$ cat src/rtl/prq_pkg.sv
// prq_pkg: field widths, command and status codes, entry type and the
// controller/datapath command and status structs of the priority ready queue
// no dependencies
`default_nettype none

package prq_pkg;

  localparam int CMD_W    = 2;
  localparam int ID_W     = 6;
  localparam int PRIO_W   = 8;
  localparam int STATUS_W = 2;
  localparam int OCC_W    = 7;

  typedef logic [CMD_W-1:0]    cmd_t;
  typedef logic [ID_W-1:0]     id_t;
  typedef logic [PRIO_W-1:0]   prio_t;
  typedef logic [STATUS_W-1:0] status_t;
  typedef logic [OCC_W-1:0]    occ_t;

  localparam cmd_t CMD_INSERT = 2'd0;
  localparam cmd_t CMD_POP    = 2'd1;
  localparam cmd_t CMD_REMOVE = 2'd2;

  localparam status_t ST_OK      = 2'd0;
  localparam status_t ST_MISSING = 2'd1;
  localparam status_t ST_FULL    = 2'd2;

  localparam occ_t OCC_MAX = '1;

  typedef struct packed {
    id_t   id;
    prio_t prio;
  } entry_t;

  typedef enum logic [2:0] {
    S_IDLE,
    S_DISPATCH,
    S_INS_RD,
    S_INS_CHK,
    S_SRCH_RD,
    S_SRCH_CHK,
    S_SHF_RD,
    S_SHF_WR
  } state_t;

  typedef enum logic [2:0] {
    IDX_HOLD,
    IDX_ZERO,
    IDX_COUNT,
    IDX_INC,
    IDX_DEC
  } idx_op_t;

  typedef enum logic [1:0] {
    CNT_HOLD,
    CNT_INC,
    CNT_DEC
  } cnt_op_t;

  typedef enum logic [1:0] {
    RD_PREV,
    RD_CUR,
    RD_NEXT
  } rd_mode_t;

  typedef enum logic {
    WR_NEW,
    WR_MOVED
  } wr_mode_t;

  // controller -> datapath
  typedef struct packed {
    logic     ld_in;
    idx_op_t  idx_op;
    cnt_op_t  cnt_op;
    logic     rd_en;
    rd_mode_t rd_mode;
    logic     wr_en;
    wr_mode_t wr_mode;
    logic     cap_hit;
    logic     set_status;
    status_t  status_val;
    logic     res_ld;
  } ctrl_t;

  // datapath -> controller
  typedef struct packed {
    cmd_t cmd;
    logic count_full;
    logic idx_zero;
    logic idx_at_count;
    logic next_at_end;
    logic prio_gt;
    logic id_match;
    logic out_free;
  } stat_t;

endpackage

`default_nettype wire

$ cat src/rtl/prq_if.sv
// prq_in_if / prq_out_if: valid/ready channels for command items and result items
// depends on prq_pkg
`default_nettype none

interface prq_in_if;
  import prq_pkg::*;

  logic  valid;
  logic  ready;
  cmd_t  cmd;
  id_t   thread_id;
  prio_t prio;

  modport source (output valid, output cmd, output thread_id, output prio, input ready);
  modport sink   (input valid, input cmd, input thread_id, input prio, output ready);
endinterface

interface prq_out_if;
  import prq_pkg::*;

  logic    valid;
  logic    ready;
  status_t status;
  id_t     out_id;
  prio_t   out_prio;
  occ_t    occupancy;

  modport source (output valid, output status, output out_id, output out_prio,
                  output occupancy, input ready);
  modport sink   (input valid, input status, input out_id, input out_prio,
                  input occupancy, output ready);
endinterface

`default_nettype wire

$ cat src/rtl/prq_ctrl.sv
// prq_ctrl: sequencer for insert, pop and remove-by-id over the sorted store
// depends on prq_pkg
`default_nettype none

module prq_ctrl (
  input  logic           clk,
  input  logic           rst_n,
  input  logic           in_valid,
  output logic           in_ready,
  input  prq_pkg::stat_t stat,
  output prq_pkg::ctrl_t ctrl
);
  import prq_pkg::*;

  state_t state_r;
  state_t state_nxt;

  always_ff @(posedge clk) begin
    if (!rst_n) begin
      state_r <= S_IDLE;
    end else begin
      state_r <= state_nxt;
    end
  end

  always_comb begin
    state_nxt       = state_r;
    in_ready        = 1'b0;
    ctrl.ld_in      = 1'b0;
    ctrl.idx_op     = IDX_HOLD;
    ctrl.cnt_op     = CNT_HOLD;
    ctrl.rd_en      = 1'b0;
    ctrl.rd_mode    = RD_CUR;
    ctrl.wr_en      = 1'b0;
    ctrl.wr_mode    = WR_NEW;
    ctrl.cap_hit    = 1'b0;
    ctrl.set_status = 1'b0;
    ctrl.status_val = ST_OK;
    ctrl.res_ld     = 1'b0;

    unique case (state_r)
      S_IDLE: begin
        in_ready   = 1'b1;
        ctrl.ld_in = in_valid;
        if (in_valid) begin
          state_nxt = S_DISPATCH;
        end
      end

      S_DISPATCH: begin
        priority if (stat.cmd == CMD_INSERT) begin
          if (stat.count_full) begin
            ctrl.set_status = 1'b1;
            ctrl.status_val = ST_FULL;
            state_nxt       = S_IDLE;
            ctrl.res_ld     = stat.out_free;
            if (!stat.out_free) state_nxt = S_DISPATCH;
          end else begin
            ctrl.idx_op = IDX_COUNT;
            state_nxt   = S_INS_RD;
          end
        end else if (stat.cmd == CMD_POP || stat.cmd == CMD_REMOVE) begin
          ctrl.idx_op = IDX_ZERO;
          state_nxt   = S_SRCH_RD;
        end else begin
          // unused code: plain no-op result
          ctrl.res_ld = stat.out_free;
          state_nxt   = stat.out_free ? S_IDLE : S_DISPATCH;
        end
      end

      S_INS_RD: begin
        if (stat.idx_zero) begin
          ctrl.wr_en   = 1'b1;
          ctrl.wr_mode = WR_NEW;
          ctrl.cnt_op  = CNT_INC;
          state_nxt    = S_SHF_RD;
          // reuse the shift-done exit: it reports once the output slot is free
          ctrl.idx_op  = IDX_COUNT;
        end else begin
          ctrl.rd_en   = 1'b1;
          ctrl.rd_mode = RD_PREV;
          state_nxt    = S_INS_CHK;
        end
      end

      S_INS_CHK: begin
        ctrl.wr_en = 1'b1;
        if (stat.prio_gt) begin
          ctrl.wr_mode = WR_MOVED;
          ctrl.idx_op  = IDX_DEC;
          state_nxt    = S_INS_RD;
        end else begin
          ctrl.wr_mode = WR_NEW;
          ctrl.cnt_op  = CNT_INC;
          ctrl.idx_op  = IDX_COUNT;
          state_nxt    = S_SHF_RD;
        end
      end

      S_SRCH_RD: begin
        if (stat.idx_at_count) begin
          // empty pop or id not found
          ctrl.set_status = 1'b1;
          ctrl.status_val = ST_MISSING;
          ctrl.res_ld     = stat.out_free;
          state_nxt       = stat.out_free ? S_IDLE : S_SRCH_RD;
        end else begin
          ctrl.rd_en   = 1'b1;
          ctrl.rd_mode = RD_CUR;
          state_nxt    = S_SRCH_CHK;
        end
      end

      S_SRCH_CHK: begin
        if (stat.cmd == CMD_POP || stat.id_match) begin
          ctrl.cap_hit = 1'b1;
          state_nxt    = S_SHF_RD;
        end else begin
          ctrl.idx_op = IDX_INC;
          state_nxt   = S_SRCH_RD;
        end
      end

      S_SHF_RD: begin
        if (stat.next_at_end) begin
          // close the gap left by a removal, or finish an insert
          ctrl.res_ld = stat.out_free;
          if (stat.out_free) begin
            state_nxt = S_IDLE;
            if (stat.cmd != CMD_INSERT) begin
              ctrl.cnt_op = CNT_DEC;
            end
          end
        end else begin
          ctrl.rd_en   = 1'b1;
          ctrl.rd_mode = RD_NEXT;
          state_nxt    = S_SHF_WR;
        end
      end

      S_SHF_WR: begin
        ctrl.wr_en   = 1'b1;
        ctrl.wr_mode = WR_MOVED;
        ctrl.idx_op  = IDX_INC;
        state_nxt    = S_SHF_RD;
      end

      default: begin
        state_nxt = S_IDLE;
      end
    endcase
  end

endmodule

`default_nettype wire

$ cat src/rtl/prq_datapath.sv
// prq_datapath: entry memory, count and index registers, captured command and
// result registers, output register; depends on prq_pkg
`default_nettype none

module prq_datapath #(
  parameter int QUEUE_DEPTH = 64
) (
  input  logic              clk,
  input  logic              rst_n,
  input  prq_pkg::ctrl_t    ctrl,
  output prq_pkg::stat_t    stat,
  input  prq_pkg::cmd_t     in_cmd,
  input  prq_pkg::id_t      in_thread_id,
  input  prq_pkg::prio_t    in_prio,
  output logic              out_valid,
  input  logic              out_ready,
  output prq_pkg::status_t  out_status,
  output prq_pkg::id_t      out_id,
  output prq_pkg::prio_t    out_prio,
  output prq_pkg::occ_t     out_occupancy
);
  import prq_pkg::*;

  localparam int AW = (QUEUE_DEPTH > 1) ? $clog2(QUEUE_DEPTH) : 1;
  localparam int CW = $clog2(QUEUE_DEPTH + 1);
  localparam int EW = CW + OCC_W + 1;

  entry_t mem [QUEUE_DEPTH];

  cmd_t    cmd_r;
  id_t     id_r;
  prio_t   prio_r;
  logic [CW-1:0] idx_r, idx_nxt;
  logic [CW-1:0] count_r, count_nxt;
  entry_t  rdata_r;
  status_t res_status_r;
  id_t     res_id_r;
  prio_t   res_prio_r;

  logic    out_valid_r;
  status_t out_status_r;
  id_t     out_id_r;
  prio_t   out_prio_r;
  occ_t    out_occ_r;

  logic [CW-1:0] idx_prev, idx_next;
  logic [AW-1:0] rd_addr;
  entry_t        wr_data;
  logic [EW-1:0] count_ext;
  occ_t          occ_sat;

  assign idx_prev = idx_r - CW'(1);
  assign idx_next = idx_r + CW'(1);

  always_comb begin
    unique case (ctrl.rd_mode)
      RD_PREV: rd_addr = idx_prev[AW-1:0];
      RD_NEXT: rd_addr = idx_next[AW-1:0];
      default: rd_addr = idx_r[AW-1:0];
    endcase
  end

  assign wr_data = (ctrl.wr_mode == WR_MOVED) ? rdata_r : entry_t'{id: id_r, prio: prio_r};

  // store: one write and one registered read per cycle
  always_ff @(posedge clk) begin
    if (ctrl.wr_en) begin
      mem[idx_r[AW-1:0]] <= wr_data;
    end
  end

  always_ff @(posedge clk) begin
    if (ctrl.rd_en) begin
      rdata_r <= mem[rd_addr];
    end
  end

  always_comb begin
    unique case (ctrl.idx_op)
      IDX_ZERO:  idx_nxt = '0;
      IDX_COUNT: idx_nxt = count_r;
      IDX_INC:   idx_nxt = idx_next;
      IDX_DEC:   idx_nxt = idx_prev;
      default:   idx_nxt = idx_r;
    endcase
  end

  always_comb begin
    unique case (ctrl.cnt_op)
      CNT_INC: count_nxt = count_r + CW'(1);
      CNT_DEC: count_nxt = count_r - CW'(1);
      default: count_nxt = count_r;
    endcase
  end

  always_ff @(posedge clk) begin
    if (!rst_n) begin
      count_r <= '0;
    end else begin
      count_r <= count_nxt;
    end
  end

  always_ff @(posedge clk) begin
    idx_r <= idx_nxt;
    if (ctrl.ld_in) begin
      cmd_r        <= in_cmd;
      id_r         <= in_thread_id;
      prio_r       <= in_prio;
      res_status_r <= ST_OK;
      res_id_r     <= '0;
      res_prio_r   <= '0;
    end else begin
      if (ctrl.set_status) begin
        res_status_r <= ctrl.status_val;
      end
      if (ctrl.cap_hit) begin
        res_id_r   <= rdata_r.id;
        res_prio_r <= rdata_r.prio;
      end
    end
  end

  // occupancy field saturates when the depth exceeds its range
  assign count_ext = EW'(count_nxt);
  assign occ_sat   = (count_ext > EW'(OCC_MAX)) ? OCC_MAX : count_ext[OCC_W-1:0];

  always_ff @(posedge clk) begin
    if (!rst_n) begin
      out_valid_r <= 1'b0;
    end else if (ctrl.res_ld) begin
      out_valid_r <= 1'b1;
    end else if (out_ready) begin
      out_valid_r <= 1'b0;
    end
  end

  always_ff @(posedge clk) begin
    if (ctrl.res_ld) begin
      out_status_r <= ctrl.set_status ? ctrl.status_val : res_status_r;
      out_id_r     <= res_id_r;
      out_prio_r   <= res_prio_r;
      out_occ_r    <= occ_sat;
    end
  end

  assign out_valid     = out_valid_r;
  assign out_status    = out_status_r;
  assign out_id        = out_id_r;
  assign out_prio      = out_prio_r;
  assign out_occupancy = out_occ_r;

  assign stat.cmd          = cmd_r;
  assign stat.count_full   = (count_r == CW'(QUEUE_DEPTH));
  assign stat.idx_zero     = (idx_r == '0);
  assign stat.idx_at_count = (idx_r == count_r);
  assign stat.next_at_end  = ({1'b0, idx_r} + (CW + 1)'(1)) >= {1'b0, count_r};
  assign stat.prio_gt      = (rdata_r.prio > prio_r);
  assign stat.id_match     = (rdata_r.id == id_r);
  assign stat.out_free     = !out_valid_r || out_ready;

endmodule

`default_nettype wire

$ cat src/rtl/priority_ready_queue.sv
// priority_ready_queue: stable priority queue with pop and remove-by-id
// depends on prq_pkg, prq_if, prq_ctrl, prq_datapath
//
// operation: insert moves each entry with a higher priority value down one slot
//   before writing the new one; pop shifts the remaining entries up; remove scans
//   for the id, then shifts the entries behind it up; a full insert, an empty pop
//   and a no-op touch no entry; an absent id is reported after a full scan
// throughput: one item in flight; in ready is high only in idle, the state entered
//   once the result is loaded; the result register lets the next item in while the
//   previous result waits
// reset: synchronous active-low rst_n empties the queue and drops a pending result;
//   the entry memory is not cleared (only entries below the count are read)
`default_nettype none

module priority_ready_queue #(
  parameter int QUEUE_DEPTH = 64
) (
  input  wire logic  clk,
  input  wire logic  rst_n,
  prq_in_if.sink     in_ch,
  prq_out_if.source  out_ch
);
  import prq_pkg::*;

  ctrl_t ctrl;
  stat_t stat;
  logic  in_ready;

  // sequencer: chooses addresses, writes and count updates per step
  prq_ctrl u_ctrl (
    .clk      (clk),
    .rst_n    (rst_n),
    .in_valid (in_ch.valid),
    .in_ready (in_ready),
    .stat     (stat),
    .ctrl     (ctrl)
  );

  assign in_ch.ready = in_ready;

  // sorted store kept in ascending priority, ties in arrival order
  prq_datapath #(
    .QUEUE_DEPTH (QUEUE_DEPTH)
  ) u_datapath (
    .clk           (clk),
    .rst_n         (rst_n),
    .ctrl          (ctrl),
    .stat          (stat),
    .in_cmd        (in_ch.cmd),
    .in_thread_id  (in_ch.thread_id),
    .in_prio       (in_ch.prio),
    .out_valid     (out_ch.valid),
    .out_ready     (out_ch.ready),
    .out_status    (out_ch.status),
    .out_id        (out_ch.out_id),
    .out_prio      (out_ch.out_prio),
    .out_occupancy (out_ch.occupancy)
  );

endmodule

`default_nettype wire
$ cat src/flat_wrapper.sv
// flat-port wrapper written by rule: the top's interface ports become plain ports
module priority_ready_queue_flat import prq_pkg::*;
#(
  parameter int QUEUE_DEPTH = 64
)
  (clk, rst_n, in_ch_valid, in_ch_cmd, in_ch_thread_id, in_ch_prio, in_ch_ready, out_ch_valid, out_ch_status, out_ch_out_id, out_ch_out_prio, out_ch_occupancy, out_ch_ready);
  prq_in_if in_ch_i ();
  prq_out_if out_ch_i ();
  input  wire logic clk;
  input  wire logic rst_n;
  input wire logic [$bits(in_ch_i.valid)-1:0] in_ch_valid;
  input wire logic [$bits(in_ch_i.cmd)-1:0] in_ch_cmd;
  input wire logic [$bits(in_ch_i.thread_id)-1:0] in_ch_thread_id;
  input wire logic [$bits(in_ch_i.prio)-1:0] in_ch_prio;
  output wire logic [$bits(in_ch_i.ready)-1:0] in_ch_ready;
  output wire logic [$bits(out_ch_i.valid)-1:0] out_ch_valid;
  output wire logic [$bits(out_ch_i.status)-1:0] out_ch_status;
  output wire logic [$bits(out_ch_i.out_id)-1:0] out_ch_out_id;
  output wire logic [$bits(out_ch_i.out_prio)-1:0] out_ch_out_prio;
  output wire logic [$bits(out_ch_i.occupancy)-1:0] out_ch_occupancy;
  input wire logic [$bits(out_ch_i.ready)-1:0] out_ch_ready;
  assign in_ch_i.valid = in_ch_valid;
  assign in_ch_i.cmd = in_ch_cmd;
  assign in_ch_i.thread_id = in_ch_thread_id;
  assign in_ch_i.prio = in_ch_prio;
  assign in_ch_ready = in_ch_i.ready;
  assign out_ch_valid = out_ch_i.valid;
  assign out_ch_status = out_ch_i.status;
  assign out_ch_out_id = out_ch_i.out_id;
  assign out_ch_out_prio = out_ch_i.out_prio;
  assign out_ch_occupancy = out_ch_i.occupancy;
  assign out_ch_i.ready = out_ch_ready;
  priority_ready_queue #(.QUEUE_DEPTH(QUEUE_DEPTH)) u_core (.clk(clk), .rst_n(rst_n), .in_ch(in_ch_i), .out_ch(out_ch_i));
endmodule
$ cat config.mk
export PLATFORM = sky130hd
export DESIGN_NAME = priority_ready_queue_flat
export DESIGN_NICKNAME = d
export VERILOG_FILES = /design/src/rtl/prq_pkg.sv /design/src/rtl/prq_if.sv /design/src/rtl/prq_ctrl.sv /design/src/rtl/prq_datapath.sv /design/src/rtl/priority_ready_queue.sv /design/src/flat_wrapper.sv
export SDC_FILE = /design/constraint.sdc
export NUM_CORES = 1
export LEC_CHECK = 0
export BUFFER_PORTS_ARGS = -buffer_cell sky130_fd_sc_hd__buf_2
export CORE_ASPECT_RATIO = 2
export CORE_MARGIN = 1
export CORE_UTILIZATION = 35
export DETAILED_ROUTE_END_ITERATION = 16
export PLACE_DENSITY = 0.59
export SETUP_SLACK_MARGIN = 0.15
export SYNTH_ARGS = -nofsm -noshare
export SYNTH_HDL_FRONTEND = slang
export SYNTH_SLANG_ARGS = --single-unit
$ cat constraint.sdc
create_clock -name clk -period 9 [get_ports clk]
set_input_delay 2.25 -clock clk [delete_from_list [all_inputs] [get_ports clk]]
set_output_delay 2.25 -clock clk [all_outputs]
set_load 0.01 [all_outputs]
==> impl_results.md, run 1 <==
* Status: finished clean
* Synth Instances at about 3000
* Num ports at 45
* Post-synth EDFFs at 956
* Mapped Nets at slightly above 3000
* Required @ worst endpoint at 9.56 ns
* Cell Int Power at 7.66 mW
* Finish-stage setup viols at 0
* Rel. slew slack at 1.84%
* Synth top area cells: edfxtp_1, nand2_1, mux2i_1
* Delay-heaviest family, CP: compound AO/OA/AOI/OAI gates
* First-pass GRT wire length at about 190000 um
* Vias per cell at 5.93
* Critical Path Stages at 18
* DRC violations left at 0
* Clock share of power at 32.5%
* Min Hold Slack at approximately 0.43 ns
* Placer Congestion at just over 0.9
* Post-Route WL at 132000 um
* Post-synthesis simple-gate area fraction at 9.25%
* Vias after detailed routing at 27452
* Total Routing Usage GR at a little over a fifth
* Core box area at 0.118 sq mm
* CTS tree: built
* Setup crit start kind: flip-flop
* Worst-Skew Late Latency at 0.70 ns
* R2R setup slack at about 2.4 ns
* Compound-Gate Fraction of Synth Area at between 10% and 20%
* R2R depth at 18
* Synth area leader: edfxtp_1
* Crit path DAT at approximately 7.2 ns
* Initial Util at 35.4%
* Hold Path Stages at 0
* Asr flop ratio synth at 0%
* Total Die Area at about 0.12 sq mm
* Grt ovf at 0
* Register bit total from synthesis at about 980
* Pre-CTS WS at ~2.5 ns
* H-tree Lvls at 3
* Most frequent cell after synthesis: edfxtp_1
* Worst slew pin tran at around 1.5 ns
* Area share of the leading cell type in the synthesized netlist at 68.8%
* Xor/xnor cell area share of the yosys netlist at less than 1%
* Placement Cell Area at 0.0441 sq mm
* Setup crit end kind: flip-flop
* Worst min path class: flip-flop to flip-flop
* Clock tree root driver cell: clkbuf_16
* Largest stage delay on the critical path at 1.08 ns
* CP max FO at 165
* Pre-antenna DRT Iters at 6
* Tcrit/Tclk final at 73.9%
* Die W at between 200 and 250 um
* Post-layout nets at between 3000 and 4000
* P&R area growth vs syn at 11.9%
* Critical Path, Cell by Cell: buf_4 > and3_1 > nand3_1 > xor2_1 > inv_1 > ha_1 > a21o_1 > a21oi_1 > nand3_1 > o21ai_4 > buf_12 > and2_4 > buf_12 > nand2_1 > a311oi_1 > a31oi_1 > o21ai_0 > and4bb_1
* WL per Instance at roughly 28 um
* Post-CTS setup buffers at 0
* Main combinational cell family by area after synthesis: compound AO/OA/AOI/OAI gates
* Clock Skew at 0.0466 ns
* CTS clk-pin slew, worst paths at ~0.07 ns
* # fillers at ~11000
* Share of cells above drive strength 1 at 12.2%
* Synth top cells by count: edfxtp_1, nand2_1, clkbuf_1
* Final HPWL DP at ~83000 um
* Final instance area at about 0.047 sq mm
* Most used DFF post-synth: edfxtp_1
* Antenna Nets Post-Route at 0
* Via count of the first global-routing pass at between 20000 and 30000
* Clock Sinks at roughly 1000
* Initial antenna violation count at 5
* CP bufs+invs at 4
* Fin. max-slew vios at 0
* Synth warnings at 0
* Die Y at 490 um
* Sequential area share after synthesis at ~70%
* Post-layout minimum cycle time at ~6.6 ns
* Synthesized area per cell at 13.7 sq um
* RSZ-0062 raised after global routing: no
* Hold-fix buffers, CTS at 0
* # rows at approximately 180
* Max_cap viols at 0
* Max VDD drop at between 150 and 200 uV
* Net switching fraction of the power at 30.2%
* Reg2reg start: u_core.u_datapath.idx_r[0]
* Buffers on Ports at 44
* Worst Hold End: u_core.u_datapath.out_id[4]
* Hold Crit Start: u_core.u_datapath.res_id_r[4]
* Syn Std Cell Area at 0.0417 sq mm
* Post-synthesis mux area share at between 2 and 3%
* Final hold vios at 0
* Reg2reg end: u_core.u_datapath.rdata_r[13]
* Setup WS post-layout at around 2.4 ns
* Largest net degree at the start of global routing at between 150 and 200
* Initial DRC Count at around 2800
* Clock buffer depth at 3
* Sw power at 3.31 mW
* Setup TNS at 0 ns
* CTS Buf Count at a little over 80
* Logic pwr share at roughly a fifth
* Netlist cell types at around 80
* Post-CTS sizing at 0
* Critical path's slowest cell: o21ai_0
* Sequential Power Share at approximately 48%
* Top achievable clock speed at around 150 MHz
* Synth Area in Adders at less than 1%
* Pwr Density at ~240 mW/mm^2
* Critical Setup Path Class: flip-flop to flip-flop
* Leakage at ~15 nW
-- power groups by stage --
stage	sequential [mW]	combinational (mW)	clock (mW)
2_1_floorplan	5.30	1.26	0
3_3_place_gp	5.32	2.13	0
3_5_place_dp	5.32	2.16	0
4_1_cts	5.22	2.17	3.62
5_1_grt	5.23	2.29	3.75
6_report	5.22	2.18	3.57
-- stage by stage --
step | utilization (%) | cells | power (mW)
floorplan | - | 3034 | 6.56
finish | 39.6 | 4630 | 11.0
global route | 39.6 | 4628 | 11.3
detailed placement | 37.4 | 4481 | 7.48
global placement | 37.4 | 4480 | 7.46
CTS | 39.6 | 4627 | 11.0
-- worst reg2reg max path, cell delays in order (launching register included) --
cell      delay, ns
edfxtp_1       0.33
buf_4          0.39
and3_1         0.28
nand3_1        0.11
xor2_1         0.27
inv_1          0.08
ha_1           0.29
a21o_1         0.16
a21oi_1        0.37
nand3_1        0.41
o21ai_4        0.37
buf_12         0.39
and2_4         0.28
buf_12         0.64
nand2_1        0.24
a311oi_1       0.33
a31oi_1        0.14
o21ai_0        1.08
and4bb_1       0.33
-- cells by family after synthesis --
logic type	Yosys count
DFF	983
and+or+nand+nor	860
AOI/OAI and AO/OA	755
buffers and inverters	271
muxes	107
xor gates and xnor gates	32
adders and majority gates	26
-- cell usage in the layout (no fill, tap or decap), types with 73 or more instances in the layout --
master     instances
edfxtp_1         956
nand2_1          460
and3_1           108
buf_4            104
a211oi_1          99
a221oi_1          93
mux2i_1           87
clkbuf_16         84
o21ai_0           82
a21oi_1           81
a31oi_1           81
nor2_1            77
nand3_1           73
-- state kept, by name, summed over array words and instances, names as in the netlist --
signal	flops
u_core.u_ctrl.state_r	3
u_core.u_datapath.out_prio	8
u_core.u_datapath.res_prio_r	8
u_core.u_datapath.out_status	2
u_core.u_datapath.count_r	7
u_core.u_datapath.res_status_r	2
u_core.u_datapath.res_id_r	6
u_core.u_datapath.id_r	6
u_core.u_datapath.rdata_r	14
u_core.u_datapath.cmd_r	2
u_core.u_datapath.out_id	6
u_core.u_datapath.idx_r	7
u_core.u_datapath.mem	896
u_core.u_datapath.out_occupancy	7
u_core.u_datapath.out_valid	1
u_core.u_datapath.prio_r	8
-- area by class of cell --
| class | instances | area (sq um) | share of cell area [%] |
|---|---|---|---|
| Sequential cell | 983 | 29200 | 62.7 |
| Tap cell | 1530 | 1910 | 4.10 |
| Inverter | 31 | 116 | 0.249 |
| Antenna cell | 3 | 7.51 | 0.0161 |
| Multi-Input combinational cell | 1780 | 11600 | 24.9 |
| Clock buffer | 101 | 2170 | 4.64 |
| Clock inverter | 45 | 407 | 0.872 |
| Timing Repair Buffer | 157 | 1180 | 2.53 |
-- layer usage --
layer	vias to the layer above	routed length, um	global-route usage, %
met5	-	13	0
li1	11962	-	-
met3	363	8010	3.00
met1	13850	44000	22.8
met2	1275	67600	37.7
met4	2	12100	17.9
-- worst max-delay path by stage --
stage | startpoint | endpoint | slack [ns]
floorplan | u_core.u_datapath.idx_r[0] | u_core.u_datapath.out_occupancy[6] | 3.63
global route | u_core.u_datapath.idx_r[0] | u_core.u_datapath.rdata_r[13] | 2.10
detailed placement | u_core.u_datapath.idx_r[0] | u_core.u_datapath.rdata_r[5] | 2.52
finish | u_core.u_datapath.idx_r[0] | u_core.u_datapath.rdata_r[13] | 2.35
CTS | u_core.u_datapath.idx_r[0] | u_core.u_datapath.rdata_r[5] | 2.48
global placement | u_core.u_datapath.idx_r[0] | u_core.u_datapath.rdata_r[11] | 1.50
Power figures use the tool's default switching activity.
==> run 2: changes to the inputs <==
==> constraint.sdc (replaced) <==
create_clock -name clk -period 6.5 [get_ports clk]
set_input_delay 1.625 -clock clk [delete_from_list [all_inputs] [get_ports clk]]
set_output_delay 1.625 -clock clk [all_outputs]
set_load 0.01 [all_outputs]
==> run 2 against run 1 <==
Utilization increased by 0.56 points. Die area unchanged. Non-clock buffer count increased by 66. Sequential power increased by 39%. Sequential cell count unchanged. Wire length increased by 1.3%. Register-to-register slack got worse by 1.8 ns. Critical path depth decreased by 1. Worst setup slack got worse by 1.8 ns. Combinational power increased by 41%. Hold slack got worse by 0.00067 ns. Global-route usage increased by 0.22 points. Largest power group unchanged.
==> impl_results.md, run 2 (synthesis gave the netlist of run 1 again) <==
* Pre-CTS WS at between 0.3 and 0.4 ns
* Die Y at about 490 um
* Min Hold Slack at around 0.43 ns
* Max_cap viols at 0
* Crit path DAT at between 6 and 7 ns
* Vias after detailed routing at around 27000
* Post-layout minimum cycle time at about 6.0 ns
* Hold Path Stages at 0
* Clock Skew at 0.0200 ns
* Initial DRC Count at between 2000 and 2500
* Initial antenna violation count at 2
* Final hold vios at 0
* Total Die Area at between 0.1 and 0.15 sq mm
* CTS tree: built
* DRC violations left at 0
* H-tree Lvls at 3
* Via count of the first global-routing pass at 27504
* CTS clk-pin slew, worst paths at 0.07 ns
* Clock Sinks at slightly below 1000
* Post-CTS setup buffers at 0
* Total Routing Usage GR at 21.8%
* Placement Cell Area at between 0.04 and 0.05 sq mm
* CP max FO at 50
* Largest net degree at the start of global routing at between 80 and 90
* Placer Congestion at ~0.93
* Core box area at ~0.12 sq mm
* Worst slew pin tran at between 1 and 1.5 ns
* Max VDD drop at around 250 uV
* Finish-stage setup viols at 0
* CTS Buf Count at between 80 and 90
* Status: finished clean
* Clock tree root driver cell: clkbuf_16
* RSZ-0062 raised after global routing: no
* Worst setup startpoint: u_core.u_datapath.idx_r[1]
* Final Util at between 40% and 50%
* Critical Path Sink: u_core.u_datapath.rdata_r[13]
* Pwr Density at roughly 330 mW/mm^2
* Die W at around 250 um
* Share of cells above drive strength 1 at around 14%
* Fin. max-slew vios at 0
* R2R depth at 17
* P&R area growth vs syn at 13.4%
* Required @ worst endpoint at around 7.0 ns
* Pre-antenna DRT Iters at 8
* Post-Route WL at 133000 um
* Grt ovf at 0
* Setup TNS at 0 ns
* Reg2reg start: u_core.u_datapath.idx_r[1]
* Rel. slew slack at between 10% and 20%
* Final HPWL DP at 88600 um
* Final instance area at about 0.047 sq mm
* Clock buffer depth at 3
* Worst-Skew Late Latency at ~0.67 ns
* Initial Util at 35.4%
* Post-layout nets at between 3000 and 4000
* Num ports at 45
* Tcrit/Tclk final at 92.2%
* Post-CTS sizing at 0
* Largest register FFs at roughly 900
* WL per Instance at around 28 um
* Critical Setup Path Class: flip-flop to flip-flop
* Vias per cell at ~5.9
* Commonest non-fill, non-tap cell in the layout: edfxtp_1
* Reg2reg end: u_core.u_datapath.rdata_r[13]
* Buffers on Ports at 44
* Antenna Nets Post-Route at 0
* Worst min path class: flip-flop to flip-flop
* Setup crit end kind: flip-flop
* Top achievable clock speed at 167 MHz
* # rows at roughly 180
* Hold-fix buffers, CTS at 0
* Leakage at around 16 nW
* Setup crit start kind: flip-flop
* Commonest non-fill, non-tap cells in the layout: edfxtp_1, nand2_1, buf_4
* First-pass GRT wire length at approximately 190000 um
* R2R setup slack at just over 0.5 ns
* Setup WS post-layout at ~0.5 ns
## run 2: cell count changes in the layout (fill, tap and decap cells not counted), moves of 3 or more
cell / change
bufinv_16: +4
nor2_2: +3
buf_12: +7
clkinv_1: +10
inv_6: -3
clkinvlp_4: -6
clkinv_2: +3
buf_4: +58
clkbuf_1: -9
## run 2: metrics by stage
step           total power [mW]  instances
5_1_grt                    15.8       4693
2_1_floorplan              9.08       3034
3_3_place_gp               10.4       4544
6_report                   15.4       4695
4_1_cts                    15.4       4692
3_5_place_dp               10.5       4547
## run 2: worst min path at each step
| stage | startpoint | endpoint | slack, ns |
|---|---|---|---|
| global placement | u_core.u_datapath.res_id_r[1] | u_core.u_datapath.out_id[1] | 0.42 |
| detailed placement | u_core.u_datapath.res_prio_r[5] | u_core.u_datapath.out_prio[5] | 0.42 |
| global route | u_core.u_datapath.res_id_r[1] | u_core.u_datapath.out_id[1] | 0.44 |
| CTS | u_core.u_datapath.res_id_r[4] | u_core.u_datapath.out_id[4] | 0.43 |
| finish | u_core.u_datapath.res_id_r[5] | u_core.u_datapath.out_id[5] | 0.43 |
| floorplan | u_core.u_datapath.res_id_r[0] | u_core.u_datapath.out_id[0] | 0.41 |
## run 2: power by group
part | internal, mW | switching, mW | leakage [nW]
clock | 2.73 | 2.31 | 1.31
sequential | 7.17 | 0.0920 | 8.83
combinational | 0.928 | 2.15 | 5.39
total | 10.8 | 4.55 | 15.5
## run 2: routing by layer
layer / vias to the layer above / routed length [um] / track usage (%)
li1: 12114 / - / -
met1: 13922 / 43800 / 22.1
met2: 1125 / 70800 / 39.9
met3: 338 / 7290 / 3.07
met4: 0 / 11400 / 16.4
met5: - / 0 / 0
## run 2: critical path, cell delays in order, from the launching register on
cell	delay [ns]
edfxtp_1	0.43
buf_4	0.22
ha_1	0.34
nand3_1	0.13
xnor2_1	0.22
ha_1	0.24
a21o_1	0.17
a21oi_1	0.43
and3_1	0.70
a31oi_4	0.24
nand2_8	0.35
buf_12	0.29
buf_4	0.23
a211oi_1	0.08
a311oi_1	0.32
a31oi_1	0.18
o21ai_0	0.90
and4bb_1	0.30
## run 2: area by class of cell
type,count,area (sq um)
tap,1530,1910
timing repair buffer,223,1770
clock buffer,92,2130
sequential,983,29200
fill,10823,70500
multi-input combinational,1780,11600
antenna,3,7.51
clock inverter,53,513
inverter,31,116
